==> src/hdl/qrs_sqrt.sv <==
// ----------------------------------------------------------------------------
// Pipelined square root
// Floored integer square root, one root bit per register stage.
// ----------------------------------------------------------------------------
module qrs_sqrt #(
    parameter int ROOT_W = 33,
    parameter int SIDE_W = 8
) (
    input  logic                    clk,
    input  logic                    rst_n,
    input  logic                    en,
    input  logic                    in_valid,
    input  logic [2*ROOT_W-1:0]     radicand,
    input  logic [SIDE_W-1:0]       side_in,
    output logic                    out_valid,
    output logic [ROOT_W-1:0]       root,
    output logic [SIDE_W-1:0]       side_out
);

    localparam int RAD_W = 2 * ROOT_W;
    localparam int REM_W = ROOT_W + 2;

    logic [ROOT_W-1:0] valid_reg;
    logic [RAD_W-1:0]  rad_reg  [ROOT_W];
    logic [REM_W-1:0]  rem_reg  [ROOT_W];
    logic [ROOT_W-1:0] root_reg [ROOT_W];
    logic [SIDE_W-1:0] side_reg [ROOT_W];

    genvar k;
    for (k = 0; k < ROOT_W; k++)
    begin : g_stage
        logic              v_src;
        logic [RAD_W-1:0]  rad_src;
        logic [REM_W-1:0]  rem_src;
        logic [ROOT_W-1:0] root_src;
        logic [SIDE_W-1:0] side_src;
        logic [REM_W+1:0]  rem_next;
        logic [REM_W+1:0]  trial;

        if (k == 0)
        begin : g_first
            assign v_src    = in_valid;
            assign rad_src  = radicand;
            assign rem_src  = '0;
            assign root_src = '0;
            assign side_src = side_in;
        end
        else
        begin : g_rest
            assign v_src    = valid_reg[k-1];
            assign rad_src  = rad_reg[k-1];
            assign rem_src  = rem_reg[k-1];
            assign root_src = root_reg[k-1];
            assign side_src = side_reg[k-1];
        end

        // Bring down the next bit pair and try subtracting 4*root + 1.
        assign rem_next = {rem_src, rad_src[RAD_W-1 -: 2]};
        assign trial    = {2'b00, root_src, 2'b01};

        always_ff @(posedge clk or negedge rst_n)
        begin
            if (!rst_n)
                valid_reg[k] <= 1'b0;
            else if (en)
                valid_reg[k] <= v_src;
        end

        always_ff @(posedge clk)
        begin
            if (en)
            begin
                rad_reg[k]  <= rad_src << 2;
                side_reg[k] <= side_src;
                if (rem_next >= trial)
                begin
                    rem_reg[k]  <= REM_W'(rem_next - trial);
                    root_reg[k] <= {root_src[ROOT_W-2:0], 1'b1};
                end
                else
                begin
                    rem_reg[k]  <= rem_next[REM_W-1:0];
                    root_reg[k] <= {root_src[ROOT_W-2:0], 1'b0};
                end
            end
        end
    end

    assign out_valid = valid_reg[ROOT_W-1];
    assign root      = root_reg[ROOT_W-1];
    assign side_out  = side_reg[ROOT_W-1];

endmodule

==> config.mk <==
export PLATFORM = sky130hd
export DESIGN_NAME = qrs_sqrt
export DESIGN_NICKNAME = d
export VERILOG_FILES = /design/src/hdl/qrs_sqrt.sv
export SDC_FILE = /design/constraint.sdc
export NUM_CORES = 2
export LEC_CHECK = 0
export BUFFER_PORTS_ARGS = -buffer_cell sky130_fd_sc_hd__buf_2
export CAP_MARGIN = 40
export CORE_ASPECT_RATIO = 1.5
export CORE_MARGIN = 2
export CORE_UTILIZATION = 29
export DETAILED_ROUTE_END_ITERATION = 12
export GPL_TIMING_DRIVEN = 0
export MAX_ROUTING_LAYER = met4
export PLACE_DENSITY = 0.53
export SLEW_MARGIN = 0
export SYNTH_ARGS = -nofsm -noshare
export SYNTH_HDL_FRONTEND = slang
export SYNTH_MEMORY_MAX_BITS = 65536
export SYNTH_SLANG_ARGS = --single-unit
==> constraint.sdc <==
create_clock -name clk -period 4.5 [get_ports clk]
set_clock_uncertainty 0.2 [all_clocks]
set_input_delay 0.45 -clock clk [delete_from_list [all_inputs] [get_ports clk]]
set_output_delay 0.45 -clock clk [all_outputs]
set_load 0.01 [all_outputs]
==> out/metrics.csv <==
stage;metric;value;unit
run_status;outcome;finished clean;
grt;vias in the first global route;80400;
route;DR DRC count;0;
clocking;CTS tree;built;
final_layout;most frequent cells in the layout;2947 x edfxtp_1, 810 x nand2_1, 743 x inv_1;
route;Final ANT Viol Nets;0;
worst_hold_path;Hold Path Origin;in_valid;
critical_path;source of the critical timing path;rem_reg[30][25];
critical_path;sequence of cells on the critical path;ha_1 > clkbuf_1 > and3_1 > nand4_1 > or4_1 > or4b_2 > nand3_1 > nor3_2 > clkbuf_8 > buf_2 > nand2_1 > o21ai_0;
route;DR iter-0 viols;3714;
route;vias;77100;
sta;Final Hold Fails;0;
critical_path;WS Path Type;reg -> reg;
grt;initial antenna violation count;4;
sta;Fin Hold WS;0.155;ns
floorplan;die area;0.466;mm^2
placement;Port Buf Inserts;119;
critical_path;peak per-stage delay on the critical path;0.83;ns
yosys;Compound-Gate Fraction of Synth Area;0.0858;
yosys;synthesized instance count;9957;
grt;largest net degree at the start of global routing;156;
yosys;Simple-Gate Fraction of Synth Area;0.0945;
critical_path;crit path max fanout;10;
clocking;number of CTS-inserted buffers;317;
sta;Slew headroom;0.346;
sta;Final min period;4.41;ns
power_and_ir_drop;VDD IR max;0.339;mV
yosys;count of state elements after synthesis;2981;
floorplan;cell row count;305;
yosys;post-synthesis cell area;0.133;mm^2
sta;Fmax;227;MHz
clocking;Clock Sinks;2981;
clocking;CTS Buffer Depth;4;
clocking;H-Tree Depth;5;
placement;HPWL after DPL;224000;um
power_and_ir_drop;leak pwr;57.7;nW
yosys;post-synthesis mux area share;0.00806;
yosys;Post-synth EDFFs;2947;
final_layout;layout cells sized above 1;0.0925;
critical_path;CP delay by family, top;simple AND/OR/NAND/NOR gates;
final_layout;Largest register FFs;1067;
clocking;clk_lat worst skew;0.97;ns
sta;final setup margin;0.0950;ns
sta;period utilisation layout;0.979;
yosys;Yosys cell types;88;
worst_hold_path;Hold WC Path Type;in -> reg;
grt;first-pass GRT wire length;453000;um
critical_path;reg-to-reg critical path startpoint;rem_reg[30][25];
critical_path;startpoint class of the critical path;register;
route;Via density;4.52;
critical_path;CP max-delay cell;or4b_2;
yosys;yosys warns;0;
placement;gpl congestion;0.939;
sta;Final TNS setup;0;ns
final_layout;commonest non-fill, non-tap cell in the layout;edfxtp_1;
sta;final setup violation count;0;
sta;Slew @ Worst Pin;0.972;ns
yosys;Synth Flop Type;edfxtp_1;
job;max-cap violations;0;
clocking;Clock transition at path regs;0.06;ns
route;DR WL/cell;17.7;um
placement;Setup WS pre-CTS;-2.90;ns
route;final WL;301000;um
final_layout;nets@finish;11300;
floorplan;CORE AREA;0.459;mm^2
yosys;Synth Area in Adders;0.0560;
yosys;xor-xnor portion of the synthesized cell area;0.0593;
final_layout;fill count;45000;
final_layout;Area growth, synth to finish;16.7;%
yosys;Async S/R FF share, synth;0.0111;
clocking;Root Buffer;clkbuf_16;
grt;gr ovfl total;0;
yosys;syn_area_per_cell;13.4;um^2
floorplan;starting density of the core;0.291;
yosys;post-synthesis sequential area ratio;0.669;
grt;gr usage total;0.130;
route;Pre-Repair DR Iteration Count;7;
critical_path;WP data arrival;4.86;ns
critical_path;Worst Path Buf+Inv;3;
sta;Slew Limit Fails;0;
floorplan;Die Ht;835;um
critical_path;CP endpoint kind;register;
floorplan;Die W;558;um
yosys;syn nets;10600;
power_and_ir_drop;total power;77.5;mW
yosys;largest family of logic cells by synthesized area;simple AND/OR/NAND/NOR gates;
power_and_ir_drop;pwr dens;497;mW/mm^2
final_layout;Util after Layout;0.339;
floorplan;I/O pin count;120;
critical_path;worst path required time;4.96;ns
[cells by family (layout without fill, tap and decap cells)]
kind of cell / after synthesis / count (layout)
simple gates: 2547 / 2547
compound gates: 1878 / 1878
flops: 2981 / 2981
buf+inv: 953 / 1902
xor+xnor: 904 / 904
mux: 97 / 97
other cells: 0 / 2
fa+ha+maj: 597 / 597
[cell type report]
type / count / area (um^2) / area share
Clock buffer: 385 / 8250 / 0.0530
Timing Repair Buffer: 372 / 3720 / 0.0239
Tap cell: 6140 / 7680 / 0.0493
Multi-Input combinational cell: 6023 / 41000 / 0.263
Inverter: 744 / 2790 / 0.0179
Sequential cell: 2981 / 89300 / 0.573
Clock inverter: 194 / 2100 / 0.0135
Antenna cell: 2 / 5.00 / 0.0000321
Buffer: 207 / 948 / 0.00609
[routing by layer]
layer	global-route usage	up-vias	routed length, um	part of all wire
met4	0.0896	0	23700	0.079
met5	-	-	0	0
met1	0.105	36800	94800	0.31
met2	0.263	1286	174000	0.58
met3	0.0173	822	8740	0.029
li1	-	38100	-	-
[what timing repair did]
item | 4_1_cts | 5_1_grt
setup buffers | 10 | 4
gates cloned | 3 | 1
hold buffers | 160 | 0
pin swaps | 4 | 4
setup endpoints to repair | 2203 | 239
gates resized for setup | 100 | 52
endpoints found under the hold margin | 237 | 0
[metrics by stage]
stage / instances / cell area [um^2]
after detailed placement: 16300 / 143000
after global placement: 16200 / 142000
final: 17000 / 156000
after CTS: 17000 / 156000
after global routing: 17000 / 156000
after floorplan: 9957 / 133000
[synthesized netlist by cell type (119+ instances only)]
library cell,instances,area [um^2]
a21o_1,261,1960
nand2b_1,134,838
nand3_1,155,776
inv_1,744,2790
clkbuf_1,190,713
nor4_1,119,744
xnor2_1,455,3990
nand2_1,810,3040
a21oi_1,473,2370
nor3_1,269,1350
o21ai_0,645,3230
edfxtp_1,2947,88500
nor2_1,450,1690
ha_1,597,7470
xor2_1,449,3930
[power by group]
part	switching, mW	internal, mW	total (mW)
combinational	8.36	5.99	14.4
sequential	2.08	34.8	36.9
clock	11.3	14.9	26.2
[final timing paths]
kind,endpoint,cells past startpoint,slack [ns]
worst max-delay path,rem_reg[31][15],12,0.09
worst min-delay path,g_stage[1].v_src,3,0.16
worst max register to register,rem_reg[31][15],12,0.09
worst min register to register,rad_reg[0][947],0,0.16
max in group asynchronous,g_stage[25].v_src,4,3.54
min in group asynchronous,g_stage[12].v_src,4,0.39
[worst register-to-register path, delay by kind of cell (launching register included)]
family	cells	cell delay (ns)
buf+inv	3	0.70
fa+ha+maj	1	0.30
flops	1	0.42
simple gates	7	2.42
compound gates	1	0.10
Note: power is estimated with default switching activity, not from simulation.
